<file path="src/rtl/sleep_wakeup_timer_table_macros.svh">
// Assertion helpers used by swt_dpath.
`ifndef SLEEP_WAKEUP_TIMER_TABLE_MACROS_SVH
`define SLEEP_WAKEUP_TIMER_TABLE_MACROS_SVH

// The consequent must hold in the same cycle as the antecedent.
`define SWT_ASSERT_SAME(label, ante, cons) \
	label: assert property (@(posedge clk) disable iff (!arst_n) (ante) |-> (cons)) \
		else $error("sleep timer table check failed");

// The consequent must hold in the cycle after the antecedent.
`define SWT_ASSERT_NEXT(label, ante, cons) \
	label: assert property (@(posedge clk) disable iff (!arst_n) (ante) |=> (cons)) \
		else $error("sleep timer table check failed");

`endif

</file>
<file path="src/rtl/swt_pkg.sv">
package swt_pkg;

	localparam logic CMD_SLEEP = 1'b0;
	localparam logic CMD_TICK  = 1'b1;

	localparam logic [1:0] KIND_WOKEN   = 2'd0;
	localparam logic [1:0] KIND_SUMMARY = 2'd1;
	localparam logic [1:0] KIND_ACCEPT  = 2'd2;
	localparam logic [1:0] KIND_REJECT  = 2'd3;

	localparam int          APB_ADDR_W  = 3;
	localparam logic [APB_ADDR_W-1:0] REG_PREEMPT = 3'd0;

	typedef struct packed {
		logic        command;
		logic [7:0]  thread_id;
		logic [15:0] delay_ticks;
		logic        idle_mode;
		logic        future_interrupts;
	} req_t;

	typedef struct packed {
		logic [1:0] kind;
		logic [7:0] woken_id;
		logic       yield_request;
		logic       timer_disable;
		logic       last;
	} rsp_t;

	typedef struct packed {
		logic take_sleep;
		logic take_tick;
		logic sleep_done;
		logic step;
		logic summary;
	} ctl_cmd_t;

	typedef struct packed {
		logic in_cmd;
		logic empty;
		logic due;
		logic last_entry;
		logic out_free;
	} ctl_sts_t;

endpackage

</file>
<file path="src/rtl/swt_ctrl.sv">
module swt_ctrl
	import swt_pkg::*;
(
	input  logic     clk,
	input  logic     arst_n,
	input  logic     req_valid,
	output logic     req_ready,
	input  ctl_sts_t sts,
	output ctl_cmd_t cmd
);

	typedef enum logic [3:0] {
		ST_IDLE  = 4'b0001,
		ST_SLEEP = 4'b0010,
		ST_SCAN  = 4'b0100,
		ST_SUM   = 4'b1000
	} state_t;

	state_t state_q, state_d;

	assign req_ready = (state_q == ST_IDLE);

	always_comb begin
		state_d = state_q;
		cmd = '0;
		case (state_q)
			ST_IDLE: begin
				if (req_valid) begin
					if (sts.in_cmd == CMD_TICK) begin
						cmd.take_tick = 1'b1;
						state_d = sts.empty ? ST_SUM : ST_SCAN;
					end else begin
						cmd.take_sleep = 1'b1;
						state_d = ST_SLEEP;
					end
				end
			end
			ST_SLEEP: begin
				if (sts.out_free) begin
					cmd.sleep_done = 1'b1;
					state_d = ST_IDLE;
				end
			end
			ST_SCAN: begin
				if (!sts.due || sts.out_free) begin
					cmd.step = 1'b1;
					if (sts.last_entry) begin
						state_d = ST_SUM;
					end
				end
			end
			ST_SUM: begin
				if (sts.out_free) begin
					cmd.summary = 1'b1;
					state_d = ST_IDLE;
				end
			end
			default: begin
				state_d = ST_IDLE;
			end
		endcase
	end

	always_ff @(posedge clk or negedge arst_n) begin
		if (!arst_n) begin
			state_q <= ST_IDLE;
		end else begin
			state_q <= state_d;
		end
	end

endmodule

</file>
<file path="src/rtl/swt_dpath.sv">
module swt_dpath
	import swt_pkg::*;
#(
	parameter int TABLE_ENTRIES = 16
)
(
	input  logic     clk,
	input  logic     arst_n,
	input  req_t     req,
	input  logic     preempt,
	input  ctl_cmd_t cmd,
	output ctl_sts_t sts,
	output logic     rsp_valid,
	input  logic     rsp_ready,
	output rsp_t     rsp
);

	`include "sleep_wakeup_timer_table_macros.svh"

	localparam int IDX_W = (TABLE_ENTRIES > 1) ? $clog2(TABLE_ENTRIES) : 1;
	localparam int CNT_W = $clog2(TABLE_ENTRIES + 1);
	localparam logic [CNT_W-1:0] CNT_FULL = CNT_W'(TABLE_ENTRIES);
	localparam logic [CNT_W-1:0] CNT_ONE  = CNT_W'(1);

	logic [31:0]      tick_q;
	logic [CNT_W-1:0] count_q;
	logic [CNT_W-1:0] idx_q;
	logic [CNT_W-1:0] keep_q;
	logic             woken_q;
	logic             idle_q;
	logic             fut_q;
	logic [7:0]       thread_q;
	logic [15:0]      delay_q;
	logic             rsp_valid_q;
	rsp_t             rsp_q;

	logic [7:0]  thread_mem_q   [TABLE_ENTRIES];
	logic [31:0] deadline_mem_q [TABLE_ENTRIES];
	logic [7:0]  rd_thread_q;
	logic [31:0] rd_deadline_q;

	logic [CNT_W-1:0] idx_next;
	logic [31:0]      diff;
	logic             full;
	logic             due;
	logic             last_entry;
	logic             out_free;
	logic             quiet;
	logic             rd_en;
	logic [IDX_W-1:0] rd_addr;
	logic             wr_en;
	logic [IDX_W-1:0] wr_addr;
	logic [7:0]       wr_thread;
	logic [31:0]      wr_deadline;
	logic             load_out;
	rsp_t             rsp_d;

	assign idx_next   = CNT_W'(idx_q + CNT_ONE);
	assign diff       = tick_q - rd_deadline_q;
	assign due        = !diff[31];
	assign full       = (count_q == CNT_FULL);
	assign last_entry = (idx_next == count_q);
	assign out_free   = !rsp_valid_q || rsp_ready;
	assign quiet      = idle_q && !woken_q && (keep_q == '0);

	assign sts.in_cmd     = req.command;
	assign sts.empty      = (count_q == '0);
	assign sts.due        = due;
	assign sts.last_entry = last_entry;
	assign sts.out_free   = out_free;

	assign rd_en   = cmd.take_tick || (cmd.step && !last_entry);
	assign rd_addr = cmd.take_tick ? '0 : idx_next[IDX_W-1:0];

	assign wr_en       = (cmd.sleep_done && !full) || (cmd.step && !due);
	assign wr_addr     = cmd.sleep_done ? count_q[IDX_W-1:0] : keep_q[IDX_W-1:0];
	assign wr_thread   = cmd.sleep_done ? thread_q : rd_thread_q;
	assign wr_deadline = cmd.sleep_done ? (tick_q + {16'b0, delay_q}) : rd_deadline_q;

	always_comb begin
		rsp_d = '0;
		load_out = 1'b0;
		if (cmd.sleep_done) begin
			load_out = 1'b1;
			rsp_d.kind = full ? KIND_REJECT : KIND_ACCEPT;
			rsp_d.last = 1'b1;
		end else if (cmd.step && due) begin
			load_out = 1'b1;
			rsp_d.kind = KIND_WOKEN;
			rsp_d.woken_id = rd_thread_q;
		end else if (cmd.summary) begin
			load_out = 1'b1;
			rsp_d.kind = KIND_SUMMARY;
			rsp_d.yield_request = !quiet && preempt;
			rsp_d.timer_disable = quiet && !fut_q;
			rsp_d.last = 1'b1;
		end
	end

	always_ff @(posedge clk) begin
		if (wr_en) begin
			thread_mem_q[wr_addr]   <= wr_thread;
			deadline_mem_q[wr_addr] <= wr_deadline;
		end
		if (rd_en) begin
			rd_thread_q   <= thread_mem_q[rd_addr];
			rd_deadline_q <= deadline_mem_q[rd_addr];
		end
	end

	always_ff @(posedge clk) begin
		if (cmd.take_sleep) begin
			thread_q <= req.thread_id;
			delay_q  <= req.delay_ticks;
		end
		if (cmd.take_tick) begin
			idle_q <= req.idle_mode;
			fut_q  <= req.future_interrupts;
		end
		if (load_out) begin
			rsp_q <= rsp_d;
		end
	end

	always_ff @(posedge clk or negedge arst_n) begin
		if (!arst_n) begin
			tick_q      <= '0;
			count_q     <= '0;
			idx_q       <= '0;
			keep_q      <= '0;
			woken_q     <= 1'b0;
			rsp_valid_q <= 1'b0;
		end else begin
			if (cmd.take_tick) begin
				tick_q  <= tick_q + 32'd1;
				idx_q   <= '0;
				keep_q  <= '0;
				woken_q <= 1'b0;
			end
			if (cmd.step) begin
				idx_q <= idx_next;
				if (due) begin
					woken_q <= 1'b1;
				end else begin
					keep_q <= CNT_W'(keep_q + CNT_ONE);
				end
			end
			if (cmd.sleep_done && !full) begin
				count_q <= CNT_W'(count_q + CNT_ONE);
			end
			if (cmd.summary) begin
				count_q <= keep_q;
			end
			if (load_out) begin
				rsp_valid_q <= 1'b1;
			end else if (rsp_ready) begin
				rsp_valid_q <= 1'b0;
			end
		end
	end

	assign rsp_valid = rsp_valid_q;
	assign rsp       = rsp_q;

	`SWT_ASSERT_SAME(a_count_in_range, 1'b1, count_q <= CNT_FULL)
	`SWT_ASSERT_SAME(a_keep_behind_scan, cmd.step, keep_q <= idx_q && idx_q < count_q)
	`SWT_ASSERT_SAME(a_load_into_free_slot, load_out, out_free)
	`SWT_ASSERT_NEXT(a_summary_sets_count, cmd.summary, count_q == $past(keep_q))

endmodule

</file>
<file path="src/rtl/sleep_wakeup_timer_table.sv">
// Sleep timer table: a sleep request appends a thread id with deadline
// tick count plus delay unless the table is full, and returns one result.
// A tick advances the counter and then scans the used entries one per clock
// unless a woken entry waits for the output register, limited by the single
// read port of the entry memory; it returns one result per woken thread and
// a final summary. One request is handled at a time, and the next request
// transfer can occur while the last result still waits in the output register.
// There is no clearing pass after reset; the preempt_enable register sits at
// byte address 0.
module sleep_wakeup_timer_table
	import swt_pkg::*;
#(
	parameter int TABLE_ENTRIES = 16
)
(
	input  logic                  clk,
	input  logic                  arst_n,
	input  logic                  req_valid,
	output logic                  req_ready,
	input  req_t                  req,
	output logic                  rsp_valid,
	input  logic                  rsp_ready,
	output rsp_t                  rsp,
	input  logic                  psel,
	input  logic                  penable,
	input  logic                  pwrite,
	input  logic [APB_ADDR_W-1:0] paddr,
	input  logic [31:0]           pwdata,
	output logic [31:0]           prdata,
	output logic                  pready
);

	ctl_cmd_t cmd;
	ctl_sts_t sts;
	logic     preempt_q;

	assign pready = 1'b1;
	assign prdata = (paddr == REG_PREEMPT) ? {31'b0, preempt_q} : 32'b0;

	always_ff @(posedge clk or negedge arst_n) begin
		if (!arst_n) begin
			preempt_q <= 1'b1;
		end else if (psel && penable && pwrite && pready && paddr == REG_PREEMPT) begin
			preempt_q <= pwdata[0];
		end
	end

	swt_ctrl u_ctrl (
		.clk       (clk),
		.arst_n    (arst_n),
		.req_valid (req_valid),
		.req_ready (req_ready),
		.sts       (sts),
		.cmd       (cmd)
	);

	swt_dpath #(
		.TABLE_ENTRIES (TABLE_ENTRIES)
	) u_dpath (
		.clk       (clk),
		.arst_n    (arst_n),
		.req       (req),
		.preempt   (preempt_q),
		.cmd       (cmd),
		.sts       (sts),
		.rsp_valid (rsp_valid),
		.rsp_ready (rsp_ready),
		.rsp       (rsp)
	);

endmodule

</file>
<file path="config.mk">
export PLATFORM = sky130hd
export DESIGN_NAME = sleep_wakeup_timer_table
export DESIGN_NICKNAME = d
export VERILOG_FILES = /design/src/rtl/swt_pkg.sv /design/src/rtl/swt_ctrl.sv /design/src/rtl/swt_dpath.sv /design/src/rtl/sleep_wakeup_timer_table.sv
export VERILOG_INCLUDE_DIRS = /design/src /design/src/rtl
export SDC_FILE = /design/constraint.sdc
export NUM_CORES = 1
export LEC_CHECK = 0
export BUFFER_PORTS_ARGS = -buffer_cell sky130_fd_sc_hd__buf_4
export CAP_MARGIN = 30
export CORE_MARGIN = 3
export CORE_UTILIZATION = 65
export CTS_BUF_LIST = sky130_fd_sc_hd__clkbuf_16
export CTS_CLUSTER_DIAMETER = 30
export CTS_CLUSTER_SIZE = 12
export DETAILED_ROUTE_END_ITERATION = 10
export GPL_ROUTABILITY_DRIVEN = 0
export PLACE_DENSITY = 0.83
export SETUP_SLACK_MARGIN = 0.1
export SLEW_MARGIN = 5
export SYNTH_ARGS = -nofsm -noshare
export SYNTH_HDL_FRONTEND = slang
export SYNTH_HIERARCHICAL = 1
export SYNTH_SLANG_ARGS = --single-unit
</file>
<file path="constraint.sdc">
create_clock -name clk -period 18.1 [get_ports clk]
set_input_delay 3.62 -clock clk [delete_from_list [all_inputs] [get_ports clk]]
set_output_delay 3.62 -clock clk [all_outputs]
set_load 0.05 [all_outputs]
</file>
==> summary.md <==
| Metric | Value |
|---|---|
| Antenna diodes | `0` |
| Crit-path cells | `buf_4 -> nor3_2 -> and2_2 -> buf_4` |
| Die width | `231 um` |
| Post-synthesis sequential area ratio | `0.695` |
| Kind of critical path | `input port to primary output` |
| Overall Global Routing Usage | `0.302` |
| Starting Density | `0.666` |
| Bufs and invs on worst path | `2` |
| Core Footprint | `49600 um2` |
| CP required | `14480 ps` |
| Nets | `2479` |
| Worst reg-to-reg path cell count | `15` |
| Cell count after synthesis | `2229` |
| Total routed wirelength | `81.6 mm` |
| Fmax | `127 MHz` |
| Hpwl dp | `41.3 mm` |
| Clk Latency, worst-skew pair | `680 ps` |
| Hold path depth | `2` |
| Setup Skew | `24.6 ps` |
| Placed Area | `34300 um2` |
| Most common cell after layout, fill and taps aside | `edfxtp_1` |
| Tcrit/Tclk final | `0.436` |
| Clock Pin Slew Worst Setup and Hold Paths | `50 ps` |
| Longest Clk Path Bufs | `3` |
| Residual DRC | `0` |
| First-pass GRT wire length | `122 mm` |
| Total number of vias | `20700` |
| Clock root cell | `clkbuf_16` |
| Netlist cell types | `77` |
| Yosys top cell by area | `edfxtp_1` |
| Final-report setup violation count | `0` |
| Largest delay share family, worst path | `simple AND/OR/NAND/NOR gates` |
| Clk sinks | `773` |
| Grt total ovfl | `0` |
| Top post-synthesis cells by area | `edfxtp_1, mux2i_1, dfrtp_1, nand2_1, mux4_2` |
| Filler cells | `2486` |
| Post-synth top flop | `edfxtp_1` |
| Slowest-stage cell, CP | `buf_4` |
| Largest net degree at the start of global routing | `142` |
| Post-synth EDFFs | `719` |
| Critical Path Stages | `4` |
| Inst Count DP | `2875` |
| Resized cells post-CTS | `0` |
| DRT iter0 DRCs | `2856` |
| Vias in the first global route | `20700` |
| Worst-Margin Slew | `1130 ps` |
| Final instance area | `38800 um2` |
| CTS Hold Bufs | `0` |
| Crit Path Max Fanout | `2` |
| DR WL/cell | `26.1 um` |
| # port buffers | `53` |
| Full die area | `53500 um2` |
| H-tree depth | `3` |
| Final Non-Filler Cells | `3127` |
| CTS buffer count | `119` |
| Post-CTS setup buffers | `0` |
| Post-layout minimum cycle time | `7890 ps` |
| Hold_ws | `502 ps` |
| Worst vdd ir | `109 uV` |
| Drt pass-1 iters | `6` |
| Commonest non-fill, non-tap cells in the layout | `edfxtp_1, nand2_1, mux2i_1` |
| Via/cell ratio | `6.61` |
| Share of cells above drive strength 1 | `0.174` |
| Max_slew headroom | `0.246` |
| Worst path most repeated cell | `buf_4` |
| Crit path launch type | `input port` |
| Synthesis-stage register bit count | `773` |
| Critical path arrival | `4270 ps` |
| Largest stage delay, worst path | `190 ps` |
| Run status | `completed` |
| Row count | `81` |
| Final hold vios | `0` |
| I/O pin count | `117` |
| Post-synth top area share | `0.654` |
| Setup TNS Final | `0 ps` |
| TritonCTS clock tree | `done` |
| RSZ-0062 raised after global routing | `false` |
| MaxCap Viol Count | `0` |
| Initial antenna violation count | `0` |
| Final ANT Viol Nets | `0` |
| Power Dens Cells | `166 nW/um2` |
| Yosys synthesis warning count | `6` |
| Synthesized area | `33000 um2` |
| Post-synth ARST share | `0.0699` |
| Hold Path Class | `flip-flop to flip-flop` |
| Final Max Slew Viols | `0` |
| CP Capture Type | `primary output` |
| Area Overhead vs Synth | `17.7%` |
| Die Y | `231 um` |
| Leakage | `13.9 nW` |
| Synthesized area per cell | `14.8 um2` |
-- per-layer routing --
metal	track usage	wire, um	up-vias	part of all wire
met5	0	0	-	0
met4	0.123	3100	0	0.038
met1	0.411	30500	10200	0.37
met3	0.0645	8710	257	0.11
met2	0.482	39400	1433	0.48
li1	-	-	8786	-
-- area by class of cell --
cell class / instances / area (um2) / area share
clock buffer: 121 / 3030 / 0.0780
clock inverter: 106 / 1190 / 0.0307
inverter: 52 / 196 / 0.00506
multi-input combinational: 1282 / 9540 / 0.246
sequential: 773 / 22900 / 0.591
tap: 664 / 831 / 0.0214
timing repair buffer: 129 / 1110 / 0.0285
-- stage by stage --
| step | util | setup WS, ps | total power, mW |
|---|---|---|---|
| floorplan | - | 9360 | 3.54 |
| global placement | 0.691 | 10120 | 3.89 |
| detailed placement | 0.693 | 10080 | 3.98 |
| CTS | 0.778 | 10210 | 6.37 |
| global route | 0.784 | 10160 | 6.66 |
| finish | 0.784 | 10210 | 6.43 |
-- synthesized netlist by cell type (15+ instances only) --
library cell    n
mux2i_1       202
clkbuf_1       67
xnor2_1        33
a211oi_1       52
ha_1           52
nor2_1         63
mux4_2         39
a21oi_1        77
edfxtp_1      719
buf_4          37
nor2b_1        44
buf_2          38
a31oi_1        15
nand3_1        74
dfrtp_1        52
nand2_1       281
a311oi_1       80
xor2_1         28
inv_1          50
o21ai_0        47
nand4_1        17
-- worst paths after layout --
path / end / start / slack [ps]
setup / recovery: prdata[0] / paddr[1] / 10210
hold / removal: u_dpath/idx_q[4] / u_dpath/idx_q[4] / 500
setup reg to reg: u_dpath/thread_mem_q[13][7] / u_dpath/tick_q[29] / 11290
hold reg to reg: u_dpath/idx_q[4] / u_dpath/idx_q[4] / 500
max in group asynchronous: u_dpath/idx_q[0] / arst_n / 14530
min in group asynchronous: u_ctrl/state_q[1] / arst_n / 3010
-- where the power goes --
part / switching, mW / internal [mW] / total, mW
combinational: 1.12 / 0.615 / 1.74
sequential: 0.0635 / 2.27 / 2.33
clock: 0.866 / 1.50 / 2.36
-- state kept, by name, summed over array words and instances, names as in the netlist, 8 cells and up --
| register | cells |
|---|---|
| u_dpath/deadline_mem_q | 512 |
| u_dpath/tick_q | 32 |
| u_dpath/thread_mem_q | 128 |
| u_dpath/delay_q | 16 |
| u_dpath/thread_q | 8 |
| u_dpath/rd_deadline_q | 32 |
| u_dpath/rsp | 13 |
| u_dpath/rd_thread_q | 8 |
-- worst reg2reg max path: cells and delay by family, from the launching register on --
| kind | cells | cell delay (ps) |
|---|---|---|
| adders and majority gates | 1 | 380 |
| buffers and inverters | 2 | 1020 |
| DFF | 1 | 470 |
| and+or+nand+nor | 9 | 3020 |
| AOI/OAI and AO/OA | 3 | 1540 |
-- cell families after synthesis --
kind of cell,Yosys count,share of synthesized area
flops,773,0.695
simple gates,558,0.0790
compound gates,332,0.0702
mux,246,0.0896
buf+inv,204,0.0293
xor+xnor,61,0.0162
fa+ha+maj,53,0.0203
other cells,2,0.000228
Power figures use the tool's default switching activity.
